--- config.mk ---
export PLATFORM = sky130hd
export DESIGN_NAME = gepc_acc
export DESIGN_NICKNAME = d
export VERILOG_FILES = /design/src/hdl/gepc_pkg.sv /design/src/hdl/gepc_acc.sv
export SDC_FILE = /design/constraint.sdc
export NUM_CORES = 1
export LEC_CHECK = 0
export ABC_AREA = 0
export BUFFER_PORTS_ARGS = -buffer_cell sky130_fd_sc_hd__buf_2
export CAP_MARGIN = 20
export CORE_MARGIN = 4
export CORE_UTILIZATION = 50
export CTS_BUF_LIST = sky130_fd_sc_hd__clkbuf_16
export DETAILED_ROUTE_END_ITERATION = 12
export GPL_TIMING_DRIVEN = 0
export PLACE_DENSITY = 0.7
export REMOVE_ABC_BUFFERS = 1
export SLEW_MARGIN = 10
export SYNTH_ARGS = -nofsm -noshare
export SYNTH_HDL_FRONTEND = slang
export SYNTH_SLANG_ARGS = --single-unit
export TNS_END_PERCENT = 5
--- constraint.sdc ---
create_clock -name clk -period 5.8 [get_ports clk]
set_clock_uncertainty 0.15 [all_clocks]
set_input_delay 0.58 -clock clk [delete_from_list [all_inputs] [get_ports clk]]
set_output_delay 0.58 -clock clk [all_outputs]
set_load 0.03 [all_outputs]
--- src/hdl/gepc_pkg.sv ---
// Shared constants, types and helpers of the grid escape path counter.
package gepc_pkg;

    localparam int MAX_ROWS  = 64;
    localparam int MAX_COLS  = 64;
    localparam int MAX_MOVES = 64;

    localparam int ROW_W     = $clog2(MAX_ROWS);
    localparam int COL_W     = $clog2(MAX_COLS);
    localparam int ROWS_W    = $clog2(MAX_ROWS + 1);
    localparam int COLS_W    = $clog2(MAX_COLS + 1);
    localparam int MOVE_W    = $clog2(MAX_MOVES + 1);
    localparam int ADDR_W    = ROW_W + COL_W;
    localparam int MEM_DEPTH = MAX_ROWS << COL_W;

    // Fixed field widths of the ports
    localparam int CFG_W       = 7;
    localparam int CFG_IDX_W   = 1;
    localparam int BUDGET_IN_W = 7;
    localparam int START_IN_W  = 6;
    localparam int DATA_W      = 30;

    localparam logic [DATA_W-1:0] PRIME = DATA_W'(1000000007);

    // Cycles the write pipeline needs to empty at the end of a layer
    localparam int DRAIN_CYCLES = 2;
    localparam int DRAIN_W      = $clog2(DRAIN_CYCLES);

    typedef logic [ADDR_W-1:0] addr_t;
    typedef logic [DATA_W-1:0] data_t;

    typedef enum logic [CFG_IDX_W-1:0] {
        CFG_NUM_ROWS = 1'b0,
        CFG_NUM_COLS = 1'b1
    } cfg_index_t;

    typedef enum logic [2:0] {
        ST_IDLE,
        ST_RUN,
        ST_DRAIN,
        ST_FETCH,
        ST_CAPT,
        ST_DONE
    } seq_state_t;

    typedef enum logic {
        PH_VERT,
        PH_HORZ
    } phase_t;

    // Read addresses for both layer memories and the bank holding the source layer
    typedef struct packed {
        addr_t addr_a;
        addr_t addr_b;
        logic  bank;
    } rd_port_t;

    // One neighbour-pair request travelling with its read
    typedef struct packed {
        logic   valid;
        phase_t phase;
        logic   out_a;
        logic   out_b;
        logic   zero_in;
        logic   bank;
        addr_t  dest;
    } nb_req_t;

    typedef struct packed {
        logic  en;
        logic  bank;
        addr_t addr;
        data_t data;
    } wr_req_t;

    function automatic addr_t cell_addr(input logic [ROW_W-1:0] row,
                                        input logic [COL_W-1:0] col);
        cell_addr = {row, col};
    endfunction

endpackage

--- src/hdl/gepc_acc.sv ---
// Neighbour summing pipeline: pairs reduced modulo the prime, then written back.
module gepc_acc (
    input  logic              clk,
    input  logic              rst_n,
    input  gepc_pkg::nb_req_t req,
    input  gepc_pkg::data_t   rd_a,
    input  gepc_pkg::data_t   rd_b,
    output gepc_pkg::wr_req_t wr
);
    import gepc_pkg::*;

    // Both operands below the prime, so one compare and subtract suffices
    function automatic data_t mod_add(input data_t a, input data_t b);
        logic [DATA_W:0] s;
        s = {1'b0, a} + {1'b0, b};
        if (s >= {1'b0, PRIME})
        begin
            s = s - {1'b0, PRIME};
        end
        mod_add = s[DATA_W-1:0];
    endfunction

    nb_req_t req_reg;
    data_t   vert_reg;
    data_t   horz_reg;
    logic    s2_valid_reg;
    logic    s2_bank_reg;
    addr_t   s2_cell_reg;
    data_t   val_a;
    data_t   val_b;
    data_t   pair;

    always_comb
    begin
        val_a = req_reg.out_a ? DATA_W'(1) : (req_reg.zero_in ? '0 : rd_a);
        val_b = req_reg.out_b ? DATA_W'(1) : (req_reg.zero_in ? '0 : rd_b);
        pair  = mod_add(val_a, val_b);
    end

    always_ff @(posedge clk or negedge rst_n)
    begin
        if (!rst_n)
        begin
            req_reg      <= '0;
            s2_valid_reg <= 1'b0;
        end
        else
        begin
            req_reg      <= req;
            s2_valid_reg <= req_reg.valid && (req_reg.phase == PH_HORZ);
        end
    end

    // vert_reg still holds this cell's pair while the horizontal sum is written
    always_ff @(posedge clk)
    begin
        if (req_reg.valid)
        begin
            if (req_reg.phase == PH_VERT)
            begin
                vert_reg <= pair;
            end
            else
            begin
                horz_reg    <= pair;
                s2_cell_reg <= req_reg.dest;
                s2_bank_reg <= req_reg.bank;
            end
        end
    end

    always_comb
    begin
        wr.en   = s2_valid_reg;
        wr.bank = s2_bank_reg;
        wr.addr = s2_cell_reg;
        wr.data = mod_add(vert_reg, horz_reg);
    end

endmodule

== Word-level counts from Yosys, hierarchy flattened ==
Index checks and enable logic that the tools add are counted.
Widths: inputs -> output; s select.
Storage, ports and cells
  flip-flop bits (word level): 92
  bits of input ports: 80
  output and inout bits: 44
  word-level logic and storage cells: 28
Operators by class
  $add $sub $neg: 4
  magnitude comparators: 2
  multiplexer cells: 6
  bitwise logic cells: 1
  reduce and logical (&&, ||, !) cells: 3
Operator list (count)
  $mux 30: 6
  $add 30x30->31: 2
  $ge 31x30->1 const B: 2
  $sub 30x30->30 const B: 2
  $reduce_and 2->1: 2
  $logic_and 1x1->1: 1
  $not 1->1: 1

== Logic depth before layout (Yosys ltp) ==
Gate-level depths: netlist (run 1).
  depth in word-level cells: 5
  depth in mapped cells: 20
  mapped depth without buffers: 17

== Worst setup path after synthesis (run 1) ==
Ideal clock, no wire load.
  path type: flip-flop to output port
  start: register vert_reg[0]
  end: output wr[7] (netlist name)
  arrival: 4.115 ns
  required time: 5.070 ns
  slack: 0.955 ns
  cell stages (with the launch flop): 17
  path buffers: 1
  path through: edfxtp_1 > ha_1 > inv_1 > fa_1 > nor2b_1 > o211ai_2 > a2111oi_2 > nor3_1 > xnor2_1 > and4b_1 > o22ai_2 > o311ai_2 > o211ai_2 > and2_1 > buf_6 > or3_1 > xnor2_1
RTL lines
  start: declaration: line gepc_acc.sv:24  | data_t vert_reg;
  start signal: assignment: line gepc_acc.sv:61  | vert_reg <= pair;
  end: declaration: line gepc_acc.sv:8  | output gepc_pkg::wr_req_t wr

==> results of run 1 <==
final cells by class:
class | count | share of cell area
Multi-Input combinational cell | 812 | 0.582
Sequential cell | 92 | 0.276
Timing Repair Buffer | 125 | 0.0694
Tap cell | 220 | 0.0285
Clock buffer | 10 | 0.0259
Inverter | 29 | 0.0113
Clock inverter | 6 | 0.00699
metal layers:
| metal | track usage | wire (um) | part of all wire | vias to the layer above |
|---|---|---|---|---|
| li1 | - | - | - | 3796 |
| met1 | 0.266 | 9140 | 0.50 | 3286 |
| met2 | 0.310 | 8290 | 0.45 | 148 |
| met3 | 0.0211 | 729 | 0.040 | 16 |
| met4 | 0.0421 | 204 | 0.011 | 0 |
| met5 | 0 | 0 | 0 | - |
synth_stat cells (6+ instances only):
cell type,n,area [sq um]
o21bai_1,6,45.0
nor2b_1,11,68.8
edfxtp_1,73,2190
nand2_1,82,308
nor4_1,7,43.8
and4_1,6,52.6
a21oi_1,67,335
clkbuf_1,22,82.6
xnor2_1,51,447
inv_1,29,109
nand4_1,14,87.6
or3_1,10,62.6
o21a_1,11,82.6
a21o_1,24,180
o211ai_1,12,90.1
mux2i_1,7,70.1
nor3b_1,6,45.0
and2_1,76,475
xor2_1,41,359
or2_2,7,43.8
o21ai_0,56,280
nand2b_1,13,81.3
nor2_1,67,251
a211oi_1,20,150
and3_1,13,81.3
nor3_1,19,95.1
o2111ai_1,7,61.3
buf_2,9,45.0
nand3_1,27,135
dfrtp_1,19,475
ha_1,62,776
worst max-delay path, stage by stage (launching register included):
cell and delay [ns]:
edfxtp_1 0.37, ha_1 0.47, a21o_1 0.25, a21oi_2 0.24, a21oi_1 0.12, a211oi_1 0.60
o41ai_2 0.21, a21oi_1 0.34, o22ai_2 0.18, o311ai_2 0.43, o211ai_2 0.17, and2_2 0.34
or3_1 0.36, xnor2_1 0.15, buf_2 0.22
power by group through the flow:
stage | registers (mW) | clock network [mW] | logic (mW)
final | 0.759 | 0.596 | 0.460
after global routing | 0.761 | 0.636 | 0.510
after CTS | 0.759 | 0.609 | 0.458
after detailed placement | 0.772 | 0 | 0.455
after global placement | 0.772 | 0 | 0.445
after floorplan | 0.785 | 0 | 0.318
per-stage QoR:
stage | power (mW) | utilization | area, sq um
after floorplan | 1.10 | - | 8330
final | 1.82 | 0.581 | 9660
after detailed placement | 1.23 | 0.558 | 9290
after global placement | 1.22 | 0.554 | 9220
after CTS | 1.83 | 0.578 | 9620
after global routing | 1.91 | 0.581 | 9660
cell families (layout without fill, tap and decap cells):
group	after synthesis	after routing	synth area share
AND/OR/NAND/NOR	374	374	0.233
AO/OA/AOI/OAI	271	271	0.216
XOR/XNOR	92	92	0.0947
flip-flops	92	92	0.314
buffers and inverters	67	170	0.0343
adder cells (fa/ha/maj)	64	64	0.0959
multiplexers	11	11	0.0135
placed cells by master, fill, tap and decap left out, drive strengths merged, types with 11 or more instances in the layout:
cell and count:
and2 76, nand2 82, a211oi 21, nor2b 11, inv 32, nand4 14
nor3 20, nand3 27, edfxtp 73, xnor2 51, o21a 11, o211ai 14
xor2 41, a21o 24, o21ai 57, ha 62, buf 125, dfrtp 19
a21oi 68, and3 13, nand2b 13, nor2 67
worst paths after layout:
check	start	slack, ns	cells after the start	to
min	rst_n	0.04	1	req_reg[12]$_DFF_PN0_
max in group asynchronous	rst_n	5.14	1	req_reg[14]$_DFF_PN0_
max reg2reg	req_reg[13]$_DFF_PN0_	0.46	15	horz_reg[6]$_DFFE_PP_
max	vert_reg[3]$_DFFE_PP_	0.30	14	wr[7]
min in group clk	req[8]	0.20	1	req_reg[8]$_DFF_PN0_
min reg2reg	req_reg[11]$_DFF_PN0_	0.27	0	s2_cell_reg[11]$_DFFE_PP_
timing repair:
| action | CTS | global route |
|---|---|---|
| hold endpoints to repair | 0 | 0 |
| endpoints found under the setup margin | 72 | 77 |
| resized for setup | 3 | 12 |
==> flow_summary.yaml, run 1 <==
outcome:
  outcome: "complete, no violations"
timing:
  fmax_mhz: 182
  finalCriticalPeriod_ns: 5.50
  hold_viol: 0
  tns_ns: 0
  relSlewSlack: 0.502
  fin_ws_ns: 0.296
  fin_crit_sh: 0.949
  hold_ws_ns: 0.0370
  setup_violations: 0
  grt_setup_unrepaired: "no"
  tightest_slew_ns: 0.742
  slew_violations: 0
power:
  p_clk_frac: 0.328
  seqPwrFrac: 0.418
  power.density_nw_per_um2: 188
  swShare: 0.292
  peakVddDrop_v: 0.000159
  comb_power_share: 0.253
  leakage_nw: 4.11
  p_switching_mw: 0.530
  intPower_mw: 1.29
clock_tree:
  htree_levels: 3
  cts.sinks: 92
  hold_buffers: 0
  numCtsBuffers: 9
  cts_tree: "done"
  post_cts_buffers: 0
  cts.path.max_buffers: 2
  worstSkewPairLatency_ns: 0.33
  clockRootBuffer: "clkbuf_16"
  clkTransAtPathRegs_ns: 0.07
place:
  dpl_worst_slack_ns: -0.254
  post-place-cells: 1278
  place_hpwl_um: 14800
  port_buffers: 123
  gp_congestion: 0.874
setup_path:
  start_kind: "flip-flop"
  crit_path_end_kind: "output pin"
  required_ns: 5.07
  path_class: "flip-flop to output pin"
  cp_max_fo: 16
  arrival_ns: 4.77
synth:
  synth_ff_type: "edfxtp_1"
  async_reset_ff_frac: 0.207
  postSynthAreaPerCell_sq_um: 8.76
  synth_edf_count: 73
  synthCells: 971
  ys_seq_area_frac: 0.314
  synth_cell_types: 78
  synth_area_sq_um: 8510
  synth_seq_cells: 92
  yosysWarnings: 0
drt:
  drt.antenna.violating_nets: 0
  vias: 7246
  drt_pass1_iterations: 5
  viasPerCell: 5.60
  drc: 0
  routed_wl_um: 18400
  wl_per_cell_um: 14.2
  drt_iter0_drc: 432
global_routing:
  grt_overflow: 0
  grt_pass1_wl_um: 31100
  grt_pass1_vias: 6673
  grt_max_degree: 31
  grt_usage: 0.187
  antenna_found_initial: 0
floorplan:
  dieArea_sq_um: 19200
  start_util: 0.511
  die_y_um: 138
  placeableCoreArea_sq_um: 16600
  num_rows: 47
  die_x_um: 138
  pin_count: 124
layout:
  layout-drive-gt1-share: 0.169
  multi_input_area_sq_um: 5620
  num_antenna_cells: 0
  regArea_sq_um: 2670
  fill_cells: 1473
  instances_no_fill: 1294
  nets: 1213
  area_growth_syn_to_layout_pct: 13.6
job:
  max_cap_violations: 0
worst_hold_path:
  hold_path_class: "input port to asynchronous set/reset pin"
Power figures use the tool's default switching activity.
==> run 2: changes to the inputs <==
--- a/config.mk
+++ b/config.mk
@@ -5,15 +5,15 @@
 export SDC_FILE = /design/constraint.sdc
 export NUM_CORES = 1
 export LEC_CHECK = 0
-export ABC_AREA = 0
-export BUFFER_PORTS_ARGS = -buffer_cell sky130_fd_sc_hd__buf_2
+export ABC_AREA = 1
+export BUFFER_PORTS_ARGS = -buffer_cell sky130_fd_sc_hd__clkbuf_2
 export CAP_MARGIN = 20
 export CORE_MARGIN = 4
 export CORE_UTILIZATION = 50
 export CTS_BUF_LIST = sky130_fd_sc_hd__clkbuf_16
 export DETAILED_ROUTE_END_ITERATION = 12
 export GPL_TIMING_DRIVEN = 0
-export PLACE_DENSITY = 0.7
+export PLACE_DENSITY = 0.69
 export REMOVE_ABC_BUFFERS = 1
 export SLEW_MARGIN = 10
 export SYNTH_ARGS = -nofsm -noshare
==> run 2 against run 1 <==
Against the previous run:
- critical path depth grew 5
- combinational power up 120%
- clock-buffer cell count is 1 lower
- global-route usage is 5.9 points higher
- highest routed layer unchanged
- first-iteration DRC count increased by 21%
- clock power increased by 1%
- cell count increased by 79%
- largest power group is now combinational cells
- critical path type unchanged
- worst setup slack improved by 0.25 ns
==> flow_summary.yaml, run 2 <==
synth:
  yosysWarnings: 0
  synthCells: 1909
  synth_ff_type: "edfxtp_1"
  yosys-top-cells-area: "nand2_1 (24%), edfxtp_1 (20%), inv_1 (11%), nand3_1 (7.8%), nor2_1 (7.0%)"
  synth_seq_cells: 92
  synth.top_cell.area_share: 0.242
  synth_area_sq_um: 11200
  postSynthAreaPerCell_sq_um: 5.88
  synth_edf_count: 73
  async_reset_ff_frac: 0.207
  ys_seq_area_frac: 0.238
  synth_cell_types: 43
  synth_common_cells: "nand2_1 (723), inv_1 (343), nor2_1 (210)"
  synth_largest_area_cell: "nand2_1"
  synth.most_common_cell: "nand2_1"
global_routing:
  grt_pass1_vias: 10783
  grt_pass1_wl_um: 49700
  grt_max_degree: 51
  grt_usage: 0.246
  antenna_found_initial: 0
  grt_overflow: 0
setup_path:
  reg2regPathDepth: 21
  rrSetupSlack_ns: 1.36
  arrival_ns: 4.52
  crit_path_cell_trace: "ha_1 -> inv_1 -> fa_1 -> inv_1 -> nand3_1 -> nand2_1 -> nand2_1 -> nand2_1 -> nand3_1 -> nand4_1 -> nand2_1 -> nor2_1 -> nand2_1 -> nor4_2 -> nand2_2 -> nand2_2 -> nand2_1 -> nand2_1 -> clkbuf_2"
  cp-startpoint: "horz_reg[0]$_DFFE_PP_"
  path_class: "flip-flop to output pin"
  crit_slowest_cell: "nand2_2"
  path_depth: 19
  cp_max_fo: 31
  path_delay_family: "simple AND/OR/NAND/NOR gates"
  crit_path_end_kind: "output pin"
  required_ns: 5.07
  r2r-end: "horz_reg[1]$_DFFE_PP_"
  crit_buf_inv: 3
  critical-path-max-stage-delay_ns: 0.61
  r2r_start: "req_reg[13]$_DFF_PN0_"
  cp_common_cell: "nand2_1"
  endpoint: "wr[28]"
  start_kind: "flip-flop"
drt:
  viasPerCell: 4.97
  drt_pass1_iterations: 5
  vias: 11489
  drc: 0
  routed_wl_um: 30100
  drt.antenna.violating_nets: 0
  wl_per_cell_um: 13.0
  drt_iter0_drc: 523
timing:
  tns_ns: 0
  fin_ws_ns: 0.545
  hold_ws_ns: 0.0810
  fin_crit_sh: 0.906
  finalCriticalPeriod_ns: 5.25
  slew_violations: 0
  hold_viol: 0
  grt_setup_unrepaired: "no"
  setup_violations: 0
  tightest_slew_ns: 0.690
  fmax_mhz: 190
  relSlewSlack: 0.540
clock_tree:
  clkTransAtPathRegs_ns: 0.07
  htree_levels: 3
  hold_buffers: 0
  numCtsBuffers: 9
  cts.sinks: 92
  cts_tree: "done"
  worstSkewPairLatency_ns: 0.34
  cts.path.max_buffers: 2
  post_cts_buffers: 0
  clockRootBuffer: "clkbuf_16"
  post_cts_resized: 0
floorplan:
  placeableCoreArea_sq_um: 22000
  die_y_um: 158
  num_rows: 54
  die_x_um: 158
  dieArea_sq_um: 24900
  start_util: 0.511
  pin_count: 124
power:
  peakVddDrop_v: 0.000126
  leakage_nw: 7.09
  power.density_nw_per_um2: 193
  power_mw: 2.40
place:
  place_hpwl_um: 25800
  gp_congestion: 0.919
  port_buffers: 123
  dpl_worst_slack_ns: 0.530
layout:
  layout-drive-gt1-share: 0.120
  area_growth_syn_to_layout_pct: 10.6
  fill_cells: 2306
  final_util: 0.565
  num_antenna_cells: 0
  nets: 2169
  final_common_cell: "nand2_1"
  mostFrequentLayoutCells: "nand2_1 (723), inv_1 (342), nor2_1 (209), nand3_1 (175), clkbuf_2 (123)"
job:
  max_cap_violations: 0
outcome:
  outcome: "complete, no violations"
worst_hold_path:
  hold_path_class: "input port to asynchronous set/reset pin"
## run 2: cell types whose count changed after synthesis, sizes merged, moves of 24 or more
cell	before	now
and2	76	7
clkbuf	24	0
inv	29	352
nand2	82	753
nand3	27	179
nand4	14	39
nor2	67	233
xnor2	51	13
## run 2: where the power goes
group          internal, mW  switching, mW
Sequential            0.760         0.0110
Combinational         0.322          0.703
Clock                 0.341          0.263
## run 2: how the worst min path moves through the flow
stage	start	end
after floorplan	rst_n	req_reg[0]$_DFF_PN0_
after global placement	req_reg[7]$_DFF_PN0_	s2_cell_reg[7]$_DFFE_PP_
after detailed placement	req_reg[12]$_DFF_PN0_	s2_bank_reg$_DFFE_PP_
after CTS	rst_n	req_reg[2]$_DFF_PN0_
after global routing	rst_n	req_reg[1]$_DFF_PN0_
final	rst_n	req_reg[1]$_DFF_PN0_
## run 2: per-layer routing
| layer | GRT usage | part of all wire | vias up |
|---|---|---|---|
| li1 | - | - | 6156 |
| met1 | 0.287 | 0.43 | 5025 |
| met2 | 0.450 | 0.49 | 232 |
| met3 | 0.0230 | 0.029 | 76 |
| met4 | 0.121 | 0.050 | 0 |
| met5 | 0 | 0 | - |
## run 2: stage by stage
stage | area [sq um] | std cells
finish | 12400 | 2310
global route | 12400 | 2310
CTS | 12400 | 2309
detailed placement | 12100 | 2293
global placement | 12000 | 2291
floorplan | 11100 | 1888
## run 2: cells by family after synthesis
family	after synthesis	synth area share
AOI/OAI and AO/OA	91	0.0498
xor gates and xnor gates	52	0.0426
adders and majority gates	64	0.0726
DFF	92	0.238
and+or+nand+nor	1237	0.467
buffers and inverters	373	0.131
## run 2: final cells by class
| cell class | instances | area, sq um | area share |
|---|---|---|---|
| inverter | 352 | 1320 | 0.106 |
| multi-input combinational | 1444 | 7100 | 0.572 |
| clock inverter | 7 | 80.1 | 0.00645 |
| clock buffer | 9 | 225 | 0.0181 |
| tap | 280 | 350 | 0.0282 |
| sequential | 92 | 2670 | 0.215 |
| timing repair buffer | 126 | 671 | 0.0540 |
