## src/hdl/gepc_pkg.sv

```systemverilog
// Shared constants, types and helpers of the grid escape path counter.
package gepc_pkg;

    localparam int MAX_ROWS  = 64;
    localparam int MAX_COLS  = 64;
    localparam int MAX_MOVES = 64;

    localparam int ROW_W     = $clog2(MAX_ROWS);
    localparam int COL_W     = $clog2(MAX_COLS);
    localparam int ROWS_W    = $clog2(MAX_ROWS + 1);
    localparam int COLS_W    = $clog2(MAX_COLS + 1);
    localparam int MOVE_W    = $clog2(MAX_MOVES + 1);
    localparam int ADDR_W    = ROW_W + COL_W;
    localparam int MEM_DEPTH = MAX_ROWS << COL_W;

    // Fixed field widths of the ports
    localparam int CFG_W       = 7;
    localparam int CFG_IDX_W   = 1;
    localparam int BUDGET_IN_W = 7;
    localparam int START_IN_W  = 6;
    localparam int DATA_W      = 30;

    localparam logic [DATA_W-1:0] PRIME = DATA_W'(1000000007);

    // Cycles the write pipeline needs to empty at the end of a layer
    localparam int DRAIN_CYCLES = 2;
    localparam int DRAIN_W      = $clog2(DRAIN_CYCLES);

    typedef logic [ADDR_W-1:0] addr_t;
    typedef logic [DATA_W-1:0] data_t;

    typedef enum logic [CFG_IDX_W-1:0] {
        CFG_NUM_ROWS = 1'b0,
        CFG_NUM_COLS = 1'b1
    } cfg_index_t;

    typedef enum logic [2:0] {
        ST_IDLE,
        ST_RUN,
        ST_DRAIN,
        ST_FETCH,
        ST_CAPT,
        ST_DONE
    } seq_state_t;

    typedef enum logic {
        PH_VERT,
        PH_HORZ
    } phase_t;

    // Read addresses for both layer memories and the bank holding the source layer
    typedef struct packed {
        addr_t addr_a;
        addr_t addr_b;
        logic  bank;
    } rd_port_t;

    // One neighbour-pair request travelling with its read
    typedef struct packed {
        logic   valid;
        phase_t phase;
        logic   out_a;
        logic   out_b;
        logic   zero_in;
        logic   bank;
        addr_t  dest;
    } nb_req_t;

    typedef struct packed {
        logic  en;
        logic  bank;
        addr_t addr;
        data_t data;
    } wr_req_t;

    function automatic addr_t cell_addr(input logic [ROW_W-1:0] row,
                                        input logic [COL_W-1:0] col);
        cell_addr = {row, col};
    endfunction

endpackage

```

## src/hdl/gepc_if.sv

```systemverilog
// Valid/ready channels carrying query words and result words.
interface gepc_in_if;
    logic                                  valid;
    logic                                  ready;
    logic [gepc_pkg::BUDGET_IN_W-1:0]      move_budget;
    logic [gepc_pkg::START_IN_W-1:0]       start_row;
    logic [gepc_pkg::START_IN_W-1:0]       start_col;

    modport source (output valid, output move_budget, output start_row, output start_col,
                    input ready);
    modport sink   (input valid, input move_budget, input start_row, input start_col,
                    output ready);
endinterface

interface gepc_out_if;
    logic                             valid;
    logic                             ready;
    logic [gepc_pkg::DATA_W-1:0]      path_count;
    logic                             bad_start;

    modport source (output valid, output path_count, output bad_start, input ready);
    modport sink   (input valid, input path_count, input bad_start, output ready);
endinterface

```

## src/hdl/gepc_seq.sv

```systemverilog
// Query sequencer: walks layers and cells, issues neighbour reads, returns results.
module gepc_seq (
    input  logic                          clk,
    input  logic                          rst_n,
    gepc_in_if.sink                       query,
    gepc_out_if.source                    result,
    input  logic [gepc_pkg::CFG_W-1:0]    rows_cfg,
    input  logic [gepc_pkg::CFG_W-1:0]    cols_cfg,
    input  gepc_pkg::data_t               rd_a,
    output gepc_pkg::rd_port_t            rd,
    output gepc_pkg::nb_req_t             req
);
    import gepc_pkg::*;

    seq_state_t          state_reg,  state_next;
    logic [MOVE_W-1:0]   budget_reg, budget_next;
    logic [ROW_W-1:0]    srow_reg,   srow_next;
    logic [COL_W-1:0]    scol_reg,   scol_next;
    logic [ROWS_W-1:0]   rows_reg,   rows_next;
    logic [COLS_W-1:0]   cols_reg,   cols_next;
    logic [MOVE_W-1:0]   layer_reg,  layer_next;
    logic [ROW_W-1:0]    row_reg,    row_next;
    logic [COL_W-1:0]    col_reg,    col_next;
    phase_t              phase_reg,  phase_next;
    logic [DRAIN_W-1:0]  drain_reg,  drain_next;
    data_t               res_count_reg, res_count_next;
    logic                res_bad_reg,   res_bad_next;
    logic                out_valid_reg, out_valid_next;
    data_t               out_count_reg, out_count_next;
    logic                out_bad_reg,   out_bad_next;

    logic [ROWS_W-1:0]   rows_eff;
    logic [COLS_W-1:0]   cols_eff;
    logic [MOVE_W-1:0]   budget_eff;
    logic                last_row;
    logic                last_col;

    assign query.ready       = (state_reg == ST_IDLE);
    assign result.valid      = out_valid_reg;
    assign result.path_count = out_count_reg;
    assign result.bad_start  = out_bad_reg;

    always_comb
    begin
        rows_eff   = (int'(rows_cfg) > MAX_ROWS) ? ROWS_W'(MAX_ROWS) : ROWS_W'(rows_cfg);
        cols_eff   = (int'(cols_cfg) > MAX_COLS) ? COLS_W'(MAX_COLS) : COLS_W'(cols_cfg);
        budget_eff = (int'(query.move_budget) > MAX_MOVES) ? MOVE_W'(MAX_MOVES)
                                                           : MOVE_W'(query.move_budget);
        last_row   = (ROWS_W'(row_reg) + 1'b1) == rows_reg;
        last_col   = (COLS_W'(col_reg) + 1'b1) == cols_reg;
    end

    always_comb
    begin
        state_next     = state_reg;
        budget_next    = budget_reg;
        srow_next      = srow_reg;
        scol_next      = scol_reg;
        rows_next      = rows_reg;
        cols_next      = cols_reg;
        layer_next     = layer_reg;
        row_next       = row_reg;
        col_next       = col_reg;
        phase_next     = phase_reg;
        drain_next     = drain_reg;
        res_count_next = res_count_reg;
        res_bad_next   = res_bad_reg;
        out_valid_next = out_valid_reg;
        out_count_next = out_count_reg;
        out_bad_next   = out_bad_reg;

        rd.addr_a   = cell_addr(row_reg, col_reg);
        rd.addr_b   = cell_addr(row_reg, col_reg);
        rd.bank     = ~layer_reg[0];
        req         = '0;
        req.phase   = phase_reg;
        req.zero_in = (layer_reg == MOVE_W'(1));
        req.bank    = layer_reg[0];
        req.dest    = cell_addr(row_reg, col_reg);

        if (out_valid_reg && result.ready)
        begin
            out_valid_next = 1'b0;
        end

        unique case (state_reg)
            ST_IDLE:
            begin
                if (query.valid)
                begin
                    budget_next = budget_eff;
                    srow_next   = ROW_W'(query.start_row);
                    scol_next   = COL_W'(query.start_col);
                    rows_next   = rows_eff;
                    cols_next   = cols_eff;
                    layer_next  = MOVE_W'(1);
                    row_next    = '0;
                    col_next    = '0;
                    phase_next  = PH_VERT;
                    if ((int'(query.start_row) >= int'(rows_eff)) ||
                        (int'(query.start_col) >= int'(cols_eff)))
                    begin
                        res_count_next = '0;
                        res_bad_next   = 1'b1;
                        state_next     = ST_DONE;
                    end
                    else if (budget_eff == '0)
                    begin
                        res_count_next = '0;
                        res_bad_next   = 1'b0;
                        state_next     = ST_DONE;
                    end
                    else
                    begin
                        state_next = ST_RUN;
                    end
                end
            end

            ST_RUN:
            begin
                req.valid = 1'b1;
                if (phase_reg == PH_VERT)
                begin
                    rd.addr_a  = cell_addr(row_reg - 1'b1, col_reg);
                    rd.addr_b  = cell_addr(row_reg + 1'b1, col_reg);
                    req.out_a  = (row_reg == '0);
                    req.out_b  = last_row;
                    phase_next = PH_HORZ;
                end
                else
                begin
                    rd.addr_a  = cell_addr(row_reg, col_reg - 1'b1);
                    rd.addr_b  = cell_addr(row_reg, col_reg + 1'b1);
                    req.out_a  = (col_reg == '0);
                    req.out_b  = last_col;
                    phase_next = PH_VERT;
                    if (last_col)
                    begin
                        col_next = '0;
                        if (last_row)
                        begin
                            row_next   = '0;
                            drain_next = '0;
                            state_next = ST_DRAIN;
                        end
                        else
                        begin
                            row_next = row_reg + 1'b1;
                        end
                    end
                    else
                    begin
                        col_next = col_reg + 1'b1;
                    end
                end
            end

            ST_DRAIN:
            begin
                drain_next = drain_reg + 1'b1;
                if (drain_reg == DRAIN_W'(DRAIN_CYCLES - 1))
                begin
                    if (layer_reg == budget_reg)
                    begin
                        state_next = ST_FETCH;
                    end
                    else
                    begin
                        layer_next = layer_reg + 1'b1;
                        state_next = ST_RUN;
                    end
                end
            end

            ST_FETCH:
            begin
                rd.addr_a  = cell_addr(srow_reg, scol_reg);
                rd.bank    = budget_reg[0];
                state_next = ST_CAPT;
            end

            ST_CAPT:
            begin
                res_count_next = rd_a;
                res_bad_next   = 1'b0;
                state_next     = ST_DONE;
            end

            ST_DONE:
            begin
                if (!out_valid_reg || result.ready)
                begin
                    out_valid_next = 1'b1;
                    out_count_next = res_count_reg;
                    out_bad_next   = res_bad_reg;
                    state_next     = ST_IDLE;
                end
            end

            default:
            begin
                state_next = ST_IDLE;
            end
        endcase
    end

    always_ff @(posedge clk or negedge rst_n)
    begin
        if (!rst_n)
        begin
            state_reg     <= ST_IDLE;
            layer_reg     <= '0;
            row_reg       <= '0;
            col_reg       <= '0;
            phase_reg     <= PH_VERT;
            drain_reg     <= '0;
            out_valid_reg <= 1'b0;
        end
        else
        begin
            state_reg     <= state_next;
            layer_reg     <= layer_next;
            row_reg       <= row_next;
            col_reg       <= col_next;
            phase_reg     <= phase_next;
            drain_reg     <= drain_next;
            out_valid_reg <= out_valid_next;
        end
    end

    always_ff @(posedge clk)
    begin
        budget_reg    <= budget_next;
        srow_reg      <= srow_next;
        scol_reg      <= scol_next;
        rows_reg      <= rows_next;
        cols_reg      <= cols_next;
        res_count_reg <= res_count_next;
        res_bad_reg   <= res_bad_next;
        out_count_reg <= out_count_next;
        out_bad_reg   <= out_bad_next;
    end

endmodule

```

## src/flat_wrapper.sv

```systemverilog
// flat-port wrapper written by rule: the top's interface ports become plain ports
module gepc_seq_flat import gepc_pkg::*;
  (clk, rst_n, rows_cfg, cols_cfg, rd_a, rd, req, query_valid, query_move_budget, query_start_row, query_start_col, query_ready, result_valid, result_path_count, result_bad_start, result_ready);
  gepc_in_if query_i ();
  gepc_out_if result_i ();
  input  logic clk;
  input  logic rst_n;
  input  logic [gepc_pkg::CFG_W-1:0] rows_cfg;
  input  logic [gepc_pkg::CFG_W-1:0] cols_cfg;
  input  gepc_pkg::data_t rd_a;
  output gepc_pkg::rd_port_t rd;
  output gepc_pkg::nb_req_t req;
  input wire logic [$bits(query_i.valid)-1:0] query_valid;
  input wire logic [$bits(query_i.move_budget)-1:0] query_move_budget;
  input wire logic [$bits(query_i.start_row)-1:0] query_start_row;
  input wire logic [$bits(query_i.start_col)-1:0] query_start_col;
  output wire logic [$bits(query_i.ready)-1:0] query_ready;
  output wire logic [$bits(result_i.valid)-1:0] result_valid;
  output wire logic [$bits(result_i.path_count)-1:0] result_path_count;
  output wire logic [$bits(result_i.bad_start)-1:0] result_bad_start;
  input wire logic [$bits(result_i.ready)-1:0] result_ready;
  assign query_i.valid = query_valid;
  assign query_i.move_budget = query_move_budget;
  assign query_i.start_row = query_start_row;
  assign query_i.start_col = query_start_col;
  assign query_ready = query_i.ready;
  assign result_valid = result_i.valid;
  assign result_path_count = result_i.path_count;
  assign result_bad_start = result_i.bad_start;
  assign result_i.ready = result_ready;
  gepc_seq u_core (.clk(clk), .rst_n(rst_n), .query(query_i), .result(result_i), .rows_cfg(rows_cfg), .cols_cfg(cols_cfg), .rd_a(rd_a), .rd(rd), .req(req));
endmodule
```

## config.mk

```make
export PLATFORM = sky130hd
export DESIGN_NAME = gepc_seq_flat
export DESIGN_NICKNAME = d
export VERILOG_FILES = /design/src/hdl/gepc_pkg.sv /design/src/hdl/gepc_if.sv /design/src/hdl/gepc_seq.sv /design/src/flat_wrapper.sv
export SDC_FILE = /design/constraint.sdc
export NUM_CORES = 1
export LEC_CHECK = 0
export ABC_CLOCK_PERIOD_IN_PS = 4400
export BUFFER_PORTS_ARGS = -buffer_cell sky130_fd_sc_hd__buf_2
export CORE_ASPECT_RATIO = 0.75
export CORE_MARGIN = 2
export CORE_UTILIZATION = 54
export DETAILED_ROUTE_END_ITERATION = 10
export PLACE_DENSITY = 0.81
export SYNTH_ARGS = -nofsm -noshare
export SYNTH_HDL_FRONTEND = slang
export SYNTH_SLANG_ARGS = --single-unit
```

## constraint.sdc

```tcl
create_clock -name clk -period 4.4 [get_ports clk]
set_clock_uncertainty 0.05 [all_clocks]
set_input_delay 0.88 -clock clk [delete_from_list [all_inputs] [get_ports clk]]
set_output_delay 0.88 -clock clk [all_outputs]
set_load 0.01 [all_outputs]
```

# After elaboration in Yosys (flattened, before gate mapping)
# Index checks and enable logic that the tools add are counted.
# Widths: inputs -> output; s select.
dict set report word_totals {
  reg_bits 120
  input_bits 67
  output_inout_bits 76
  wordCells 118
}
dict set report classes {
  add_sub_neg 8
  magnitude_cmp 5
  eq_ne 17
  n_mux 50
  bitwise 1
  n_reduce_logical 21
}
# op count
set ops {}
lappend ops {{$mux 30} 3}
lappend ops {{$pmux 30 s2} 1}
lappend ops {{$mux 7} 6}
lappend ops {{$mux 6} 6}
lappend ops {{$mux 24} 1}
lappend ops {{$mux 3} 8}
lappend ops {{$pmux 12 s2} 1}
lappend ops {{$pmux 6 s2} 2}
lappend ops {{$eq 7x7->1} 3}
lappend ops {{$gt 7x7->1 const B} 3}
lappend ops {{$pmux 3 s6} 1}
lappend ops {{$add 6x1->7 const B} 2}
lappend ops {{$ge 6x7->1} 2}
lappend ops {{$pmux 7 s2} 1}
lappend ops {{$mux 1} 13}
lappend ops {{$add 6x1->6 const B} 2}
lappend ops {{$logic_not 6->1} 2}
lappend ops {{$mux 12} 1}
lappend ops {{$reduce_and 4->1} 3}
lappend ops {{$sub 6x1->6 const B} 2}
lappend ops {{$ne 2x1->1 const B} 5}
lappend ops {{$reduce_bool 2->1} 4}
lappend ops {{$add 7x1->7 const B} 1}
lappend ops {{$eq 7x1->1 const B} 1}
lappend ops {{other kinds (17)} 28}

# Longest topological paths before layout
# Gate-level depths: netlist (run 1).
dict set report depth {
  ltp_word 7
  mapped_depth 9
}

# Least setup slack after synthesis (run 1)
# OpenSTA, ideal clock, no wires.
dict set report synth_path {
  kind {input-to-reg}
  from {input port query_valid}
  to {register u_core.budget_reg[0] (enable)}
  setup_time_ns 0.477
  t_arrival_ns 3.537
  required_ns 3.873
  slack_ns 0.336
  path_stages 2
  cell_sequence {nand2b_1 > nor3_1}
}
dict set report synth_via {
  elab_chain_cells 1
}
# element line
set synth_rtl {}
lappend synth_rtl {{from (decl)} flat_wrapper.sv:13} ;# input wire logic [$bits(query_i.valid)-1:0] query_valid;
lappend synth_rtl {{$reduce_and 2->1 (no source line)} --}
lappend synth_rtl {{to (signal assigned)} gepc_seq.sv:234} ;# budget_reg <= budget_next;
lappend synth_rtl {{to (decl)} gepc_seq.sv:16} ;# logic [MOVE_W-1:0] budget_reg, budget_next;
# Every way passes these cells.
# A chain may end at the register's enable or synchronous reset.

==> flow_summary.toml, run 1 <==
[worst_setup_path]
cells_along_the_critical_path = "inv_1, ha_1, xor2_1, a2111oi_4, nand3_2, mux2_2, nor2_2, buf_2"
startpoint = "u_core.col_reg[0]$_DFFE_PN0P_"
worstSetupPathType = "flip-flop to output pin"
timing.reg2reg.worst_path_depth = 7
worst_path_max_stage_delay_ps = 570
cp_data_required_time_ps = 3470
start_kind = "flip-flop"
critPathBufInv = 2
crit_path_end_kind = "output pin"
cp_top_delay_family = "flip-flops"
crit-reg2reg-launch = "u_core.col_reg[0]$_DFFE_PN0P_"
number_of_cells_on_the_critical_path = 8
worstPathArrival_ps = 2990
cpMaxStageDelayCell = "sky130_fd_sc_hd__dfrtp_1"
timing.critical_path.fanout_max = 12

[route]
dr.pass1.iters = 5
first_iter_violations = 328
routed-via-count = 4354
drc = 0
drt-total-wl_um = 13600
ant_nets = 0
routed_wire_length_per_instance_um = 17.2
mean_number_of_vias_per_cell = 5.48

[sta]
period_minus_slack_ps = 3920
grt_setup_unrepaired = "no"
fin_hold_ws_ps = 365
fmaxAchievable_mhz = 255
max_slew_margin_pct = 33.3
slew_at_the_pin_closest_to_its_max_slew_limit_ps = 994
setup_viol = 0
timing.final.ws_setup_ps = 475
timing_max_transition_violations_final = 0
final_report_hold_violation_count = 0
fin_setup_tns_ps = 0
finalCritPeriodShare_pct = 89.2

[global_routing]
grt_start_max_net_pins = 33
grt_pass1_vias = 4092
global_route.usage.total_pct = 23.1
antenna_found_initial = 0
globalRoute.totalOverflow = 0
grt_first_pass_wirelength_um = 20900

[placement]
place_hpwl_um = 9850
port_buffers = 142
place_inst = 763
pre_cts_slack_ps = 910
dpl_cell_area_um2 = 6710
gp_congestion = 0.905

[synth]
number_of_enable_type_register_cells_in_the_synthesized_netlist = 95
postSynthCellCount = 504
share_of_flip_flops_with_an_asynchronous_set_or_reset_pct = 20.8
synth_top_cells_by_count = "sky130_fd_sc_hd__edfxtp_1, sky130_fd_sc_hd__nand2_1, sky130_fd_sc_hd__nor2_1"
synth.yosys.warnings = 0
synth_top_cell_by_area = "sky130_fd_sc_hd__edfxtp_1"
synth.area.top_cells = "sky130_fd_sc_hd__edfxtp_1, sky130_fd_sc_hd__dfrtp_1, sky130_fd_sc_hd__ha_1"
yosys.cell_count.top_type = "sky130_fd_sc_hd__edfxtp_1"
post_synthesis_cell_area_um2 = 5930
synth.yosys.seq_area_share_pct = 58.6
synth_area_per_cell_um2 = 11.8
ys_ff_latch = 120
mappedNetlistNets = 591
post_synth_num_cell_types = 61
synth_top_area_share_pct = 48.1
main_synth_ff_type = "sky130_fd_sc_hd__edfxtp_1"

[outcome]
status = "completed"

[floorplan]
rows = 33
initial_utilization_pct = 54.8
fp.dieW_um = 125
core_area_um2 = 10800
ios = 143
floorplan.die_area_um2 = 11800
die_height_um = 94.8

[final_layout]
final_design_area_no_fill_um2 = 7300
layout-drive-gt1-share_pct = 29.2
layoutNonFillerInstCount = 794
finish.net_count = 729
utilization_pct = 67.4
antenna_cells_inserted = 0
fill_cell_instance_count_of_the_final_layout = 820
flow.area_growth_from_synthesis_pct = 23.0

[clock_network]
tritoncts_clock_tree = "done"
cts_post_setup_buffers_inserted = 0
ctsRootBufferMaster = "sky130_fd_sc_hd__clkbuf_16"
numCtsBuffers = 17
post_cts_hold_buffer_count = 0
clockBufferDepth = 2
clk_pin_slew_ps = 60
clock-sinks = 120
htree_num_levels = 4
post_cts_resize_count = 0
source_to_sink_clock_delay_at_the_later_pin_of_the_worst_skew_pair_ps = 410

[worst_hold_path]
holdPathStages = 0
timing.hold.worst.class = "flip-flop to flip-flop"
holdCritStartpoint = "u_core.res_count_reg[13]$_SDFFCE_PN0P_"

[power_and_ir_drop]
power.density_nw_per_um2 = 600
post-layout-total-power_mw = 4.38
static-leakage-power_nw = 3.12
max-vdd-ir-drop_mv = 0.307

[job]
max_capacitance_violation_count = 0
placed cells by master (no fill, tap or decap), types with 3 or more instances in the layout:
cell type / netlist / layout
sky130_fd_sc_hd__a21o_1: 5 / 5
sky130_fd_sc_hd__a21oi_1: 17 / 17
sky130_fd_sc_hd__a22oi_1: 3 / 3
sky130_fd_sc_hd__a31oi_1: 5 / 5
sky130_fd_sc_hd__and2_1: 30 / 30
sky130_fd_sc_hd__and3_1: 4 / 4
sky130_fd_sc_hd__buf_2: 5 / 142
sky130_fd_sc_hd__buf_4: 3 / 6
sky130_fd_sc_hd__bufinv_16: 0 / 3
sky130_fd_sc_hd__clkbuf_16: 0 / 17
sky130_fd_sc_hd__clkinv_1: 1 / 3
sky130_fd_sc_hd__clkinv_2: 0 / 4
sky130_fd_sc_hd__clkinvlp_4: 0 / 3
sky130_fd_sc_hd__dfrtp_1: 25 / 25
sky130_fd_sc_hd__edfxtp_1: 95 / 95
sky130_fd_sc_hd__ha_1: 20 / 20
sky130_fd_sc_hd__inv_1: 23 / 23
sky130_fd_sc_hd__nand2_1: 35 / 35
sky130_fd_sc_hd__nand2b_1: 18 / 18
sky130_fd_sc_hd__nand3_1: 17 / 17
sky130_fd_sc_hd__nand4_1: 7 / 7
sky130_fd_sc_hd__nor2_1: 31 / 30
sky130_fd_sc_hd__nor2b_1: 11 / 11
sky130_fd_sc_hd__nor3_1: 11 / 10
sky130_fd_sc_hd__nor4_1: 4 / 4
sky130_fd_sc_hd__o211ai_1: 5 / 5
sky130_fd_sc_hd__o21ai_0: 17 / 17
sky130_fd_sc_hd__o22ai_1: 7 / 7
sky130_fd_sc_hd__or3_1: 3 / 3
sky130_fd_sc_hd__xnor2_1: 17 / 17
sky130_fd_sc_hd__xor2_1: 24 / 24
worst reg2reg max path, delay by kind of cell (launching register included):
family	cells	cell delay, ps
AOI/OAI and AO/OA	3	950
DFF	1	570
adders and majority gates	1	390
and+or+nand+nor	1	310
xor gates and xnor gates	1	210
buffers and inverters	1	170
final timing paths:
check / to / slack (ps)
setup / recovery: req[14] / 480
setup reg to reg: u_core.row_reg[0]$_DFFE_PN0P_ / 1610
min in group asynchronous: u_core.layer_reg[6]$_DFFE_PN0P_ / 450
max in group asynchronous: u_core.col_reg[2]$_DFFE_PN0P_ / 3420
hold reg to reg: u_core.result.path_count[13]$_DFFE_PP_ / 360
hold / removal: u_core.result.path_count[13]$_DFFE_PP_ / 360
per-layer routing:
| layer | share of wire (%) | up-vias | global-route usage [%] |
|---|---|---|---|
| met5 | 0 | - | 0 |
| met2 | 50 | 178 | 37.5 |
| met3 | 8.0 | 22 | 7.25 |
| met4 | 1.9 | 0 | 9.26 |
| li1 | - | 2074 | - |
| met1 | 41 | 2080 | 29.5 |
where the power goes:
part           switching (mW)  total, mW  internal, mW
Sequential              0.174       1.72          1.55
Clock                   0.491       1.37         0.880
Combinational           0.805       1.28         0.477
final cells by class:
cell class / instances / area [um2] / area share, %
tap: 140 / 175 / 2.40
clock buffer: 17 / 425 / 5.83
clock inverter: 14 / 158 / 2.16
multi-input combinational: 331 / 2210 / 30.3
inverter: 24 / 90.1 / 1.23
sequential: 120 / 3480 / 47.7
timing repair buffer: 148 / 756 / 10.4
logic make-up (layout without fill, tap and decap cells):
logic type / count (synthesis) / in the layout / share of synthesized area, %
buffers and inverters: 53 / 203 / 4.18
adders and majority gates: 20 / 20 / 4.22
xor gates and xnor gates: 42 / 42 / 6.33
DFF: 120 / 120 / 58.6
and+or+nand+nor: 190 / 190 / 17.5
muxes: 2 / 2 / 0.359
AOI/OAI and AO/OA: 77 / 77 / 8.75
(Power assumes the default switching activity.)
==> run 2: changes to the inputs <==
--- a/config.mk
+++ b/config.mk
@@ -11,7 +11,7 @@
 export CORE_MARGIN = 2
 export CORE_UTILIZATION = 54
 export DETAILED_ROUTE_END_ITERATION = 10
-export PLACE_DENSITY = 0.81
+export PLACE_DENSITY = 0.8
 export SYNTH_ARGS = -nofsm -noshare
 export SYNTH_HDL_FRONTEND = slang
 export SYNTH_SLANG_ARGS = --single-unit
==> flow_summary.toml, run 2 (synthesis results as in run 1) <==
[outcome]
status = "completed"

[power_and_ir_drop]
static-leakage-power_nw = 3.14
power.density_nw_per_um2 = 608
max-vdd-ir-drop_mv = 0.304

[floorplan]
core_area_um2 = 10800
fp.dieW_um = 125
ios = 143
initial_utilization_pct = 54.8
rows = 33
die_height_um = 94.8
floorplan.die_area_um2 = 11800

[clock_network]
clk_pin_slew_ps = 50
post_cts_hold_buffer_count = 0
numCtsBuffers = 17
htree_num_levels = 4
clockBufferDepth = 2
cts_post_setup_buffers_inserted = 0
source_to_sink_clock_delay_at_the_later_pin_of_the_worst_skew_pair_ps = 420
tritoncts_clock_tree = "done"
post_cts_resize_count = 0
ctsRootBufferMaster = "sky130_fd_sc_hd__clkbuf_16"
clock-sinks = 120

[final_layout]
finish.net_count = 728
footprint_of_the_multi_input_gates_um2 = 2210
antenna_cells_inserted = 0
flow.area_growth_from_synthesis_pct = 23.3
fill_cell_instance_count_of_the_final_layout = 812
layout-drive-gt1-share_pct = 29.1
mostFrequentLayoutCell = "sky130_fd_sc_hd__buf_2"
final_cell_mix = "sky130_fd_sc_hd__buf_2, sky130_fd_sc_hd__edfxtp_1, sky130_fd_sc_hd__nand2_1"
ff_latch_area_um2 = 3480
final_design_area_no_fill_um2 = 7310

[route]
dr.pass1.iters = 5
ant_nets = 0
first_iter_violations = 498
drc = 0
mean_number_of_vias_per_cell = 5.60
drt-total-wl_um = 14300
routed-via-count = 4440
routed_wire_length_per_instance_um = 18.0

[sta]
fin_setup_tns_ps = 0
timing_max_transition_violations_final = 0
timing.final.ws_setup_ps = 453
fin_hold_ws_ps = 363
setup_viol = 0
grt_setup_unrepaired = "no"
period_minus_slack_ps = 3950
slew_at_the_pin_closest_to_its_max_slew_limit_ps = 833
final_report_hold_violation_count = 0
max_slew_margin_pct = 44.1
finalCritPeriodShare_pct = 89.7
fmaxAchievable_mhz = 253

[global_routing]
grt-busiest-layer = "met2"
grtUsageMet3_pct = 7.25
grt_pass1_vias = 4150
grt.met2_usage_pct = 36.0
grt_first_pass_wirelength_um = 21900
global_route.usage.total_pct = 24.3
use_met1_pct = 34.5
grt_start_max_net_pins = 39
antenna_found_initial = 0
globalRoute.totalOverflow = 0

[worst_hold_path]
holdCritStartpoint = "u_core.res_count_reg[23]$_SDFFCE_PN0P_"
holdPathStages = 0
hold-path-endpoint = "u_core.result.path_count[23]$_DFFE_PP_"
timing.hold.worst.class = "flip-flop to flip-flop"

[worst_setup_path]
start_kind = "flip-flop"
worstPathArrival_ps = 3020
worst_r2r_endpoint = "u_core.row_reg[5]$_DFFE_PN0P_"
timing.reg2reg.worst_path_depth = 7
cp_data_required_time_ps = 3470
crit_path_end_kind = "output pin"
ff2ff_setup_slack_ps = 1660
timing.critical_path.fanout_max = 12
crit-reg2reg-launch = "u_core.col_reg[0]$_DFFE_PN0P_"
worstSetupPathType = "flip-flop to output pin"

[placement]
gp_congestion = 0.962
dpl_cell_area_um2 = 6710
place_hpwl_um = 10100
port_buffers = 142
pre_cts_slack_ps = 928

[job]
max_capacitance_violation_count = 0
## run 2: changes by cell type in the layout (fill, tap and decap cells not counted), sizes merged
cell / before / now
clkbuf: 17 / 18
clkinvlp: 3 / 0
buf: 148 / 147
clkinv: 8 / 9
bufinv: 3 / 4
## run 2: routing by layer
metal | part of all wire (%) | wire length (um)
met1 | 44 | 6330
met4 | 1.8 | 261
met3 | 9.5 | 1360
met2 | 44 | 6350
met5 | 0 | 0
## run 2: critical path, cell delays in order, from the launching register on
cell and delay, ps:
sky130_fd_sc_hd__dfrtp_1 570, sky130_fd_sc_hd__inv_1 160, sky130_fd_sc_hd__ha_1 390, sky130_fd_sc_hd__xor2_1 210, sky130_fd_sc_hd__a2111oi_4 360, sky130_fd_sc_hd__nand3_2 310
sky130_fd_sc_hd__mux2_2 360, sky130_fd_sc_hd__nor2_2 110, sky130_fd_sc_hd__buf_2 140
## run 2: metrics by stage
step           std cells  utilization [%]  power, mW
6_report             793             67.6       4.45
5_1_grt              793             67.6       4.66
4_1_cts              793             67.6       4.45
3_5_place_dp         762             62.0       3.02
3_3_place_gp         762             62.0       2.98
2_1_floorplan        504                -       2.53
## run 2: worst max path at each step
stage / start / endpoint / slack, ps / cells past startpoint
after detailed placement: u_core.col_reg[0]$_DFFE_PN0P_ / req[14] / 930 / 8
after floorplan: query_valid / u_core.budget_reg[0]$_DFFE_PP_ / 340 / 2
after global routing: u_core.col_reg[0]$_DFFE_PN0P_ / req[14] / 310 / 8
final: u_core.col_reg[0]$_DFFE_PN0P_ / req[14] / 450 / 8
after CTS: u_core.col_reg[0]$_DFFE_PN0P_ / req[14] / 490 / 8
after global placement: rows_cfg[6] / u_core.res_count_reg[3]$_SDFFCE_PN0P_ / 1010 / 9
## run 2: cell type report
cell class | instances | area share, %
clock buffers | 18 | 5.87
clock inverters | 13 | 2.45
inverters | 24 | 1.23
multi-input cells | 331 | 30.3
flip-flops and latches | 120 | 47.6
well taps | 140 | 2.40
repair buffers | 147 | 10.2
## run 2: power breakdown
part / total [mW] / leakage [nW] / switching, mW / internal, mW
combinational: 1.30 / 1.61 / 0.823 / 0.475
clock: 1.42 / 0.301 / 0.482 / 0.940
sequential: 1.73 / 1.22 / 0.175 / 1.55
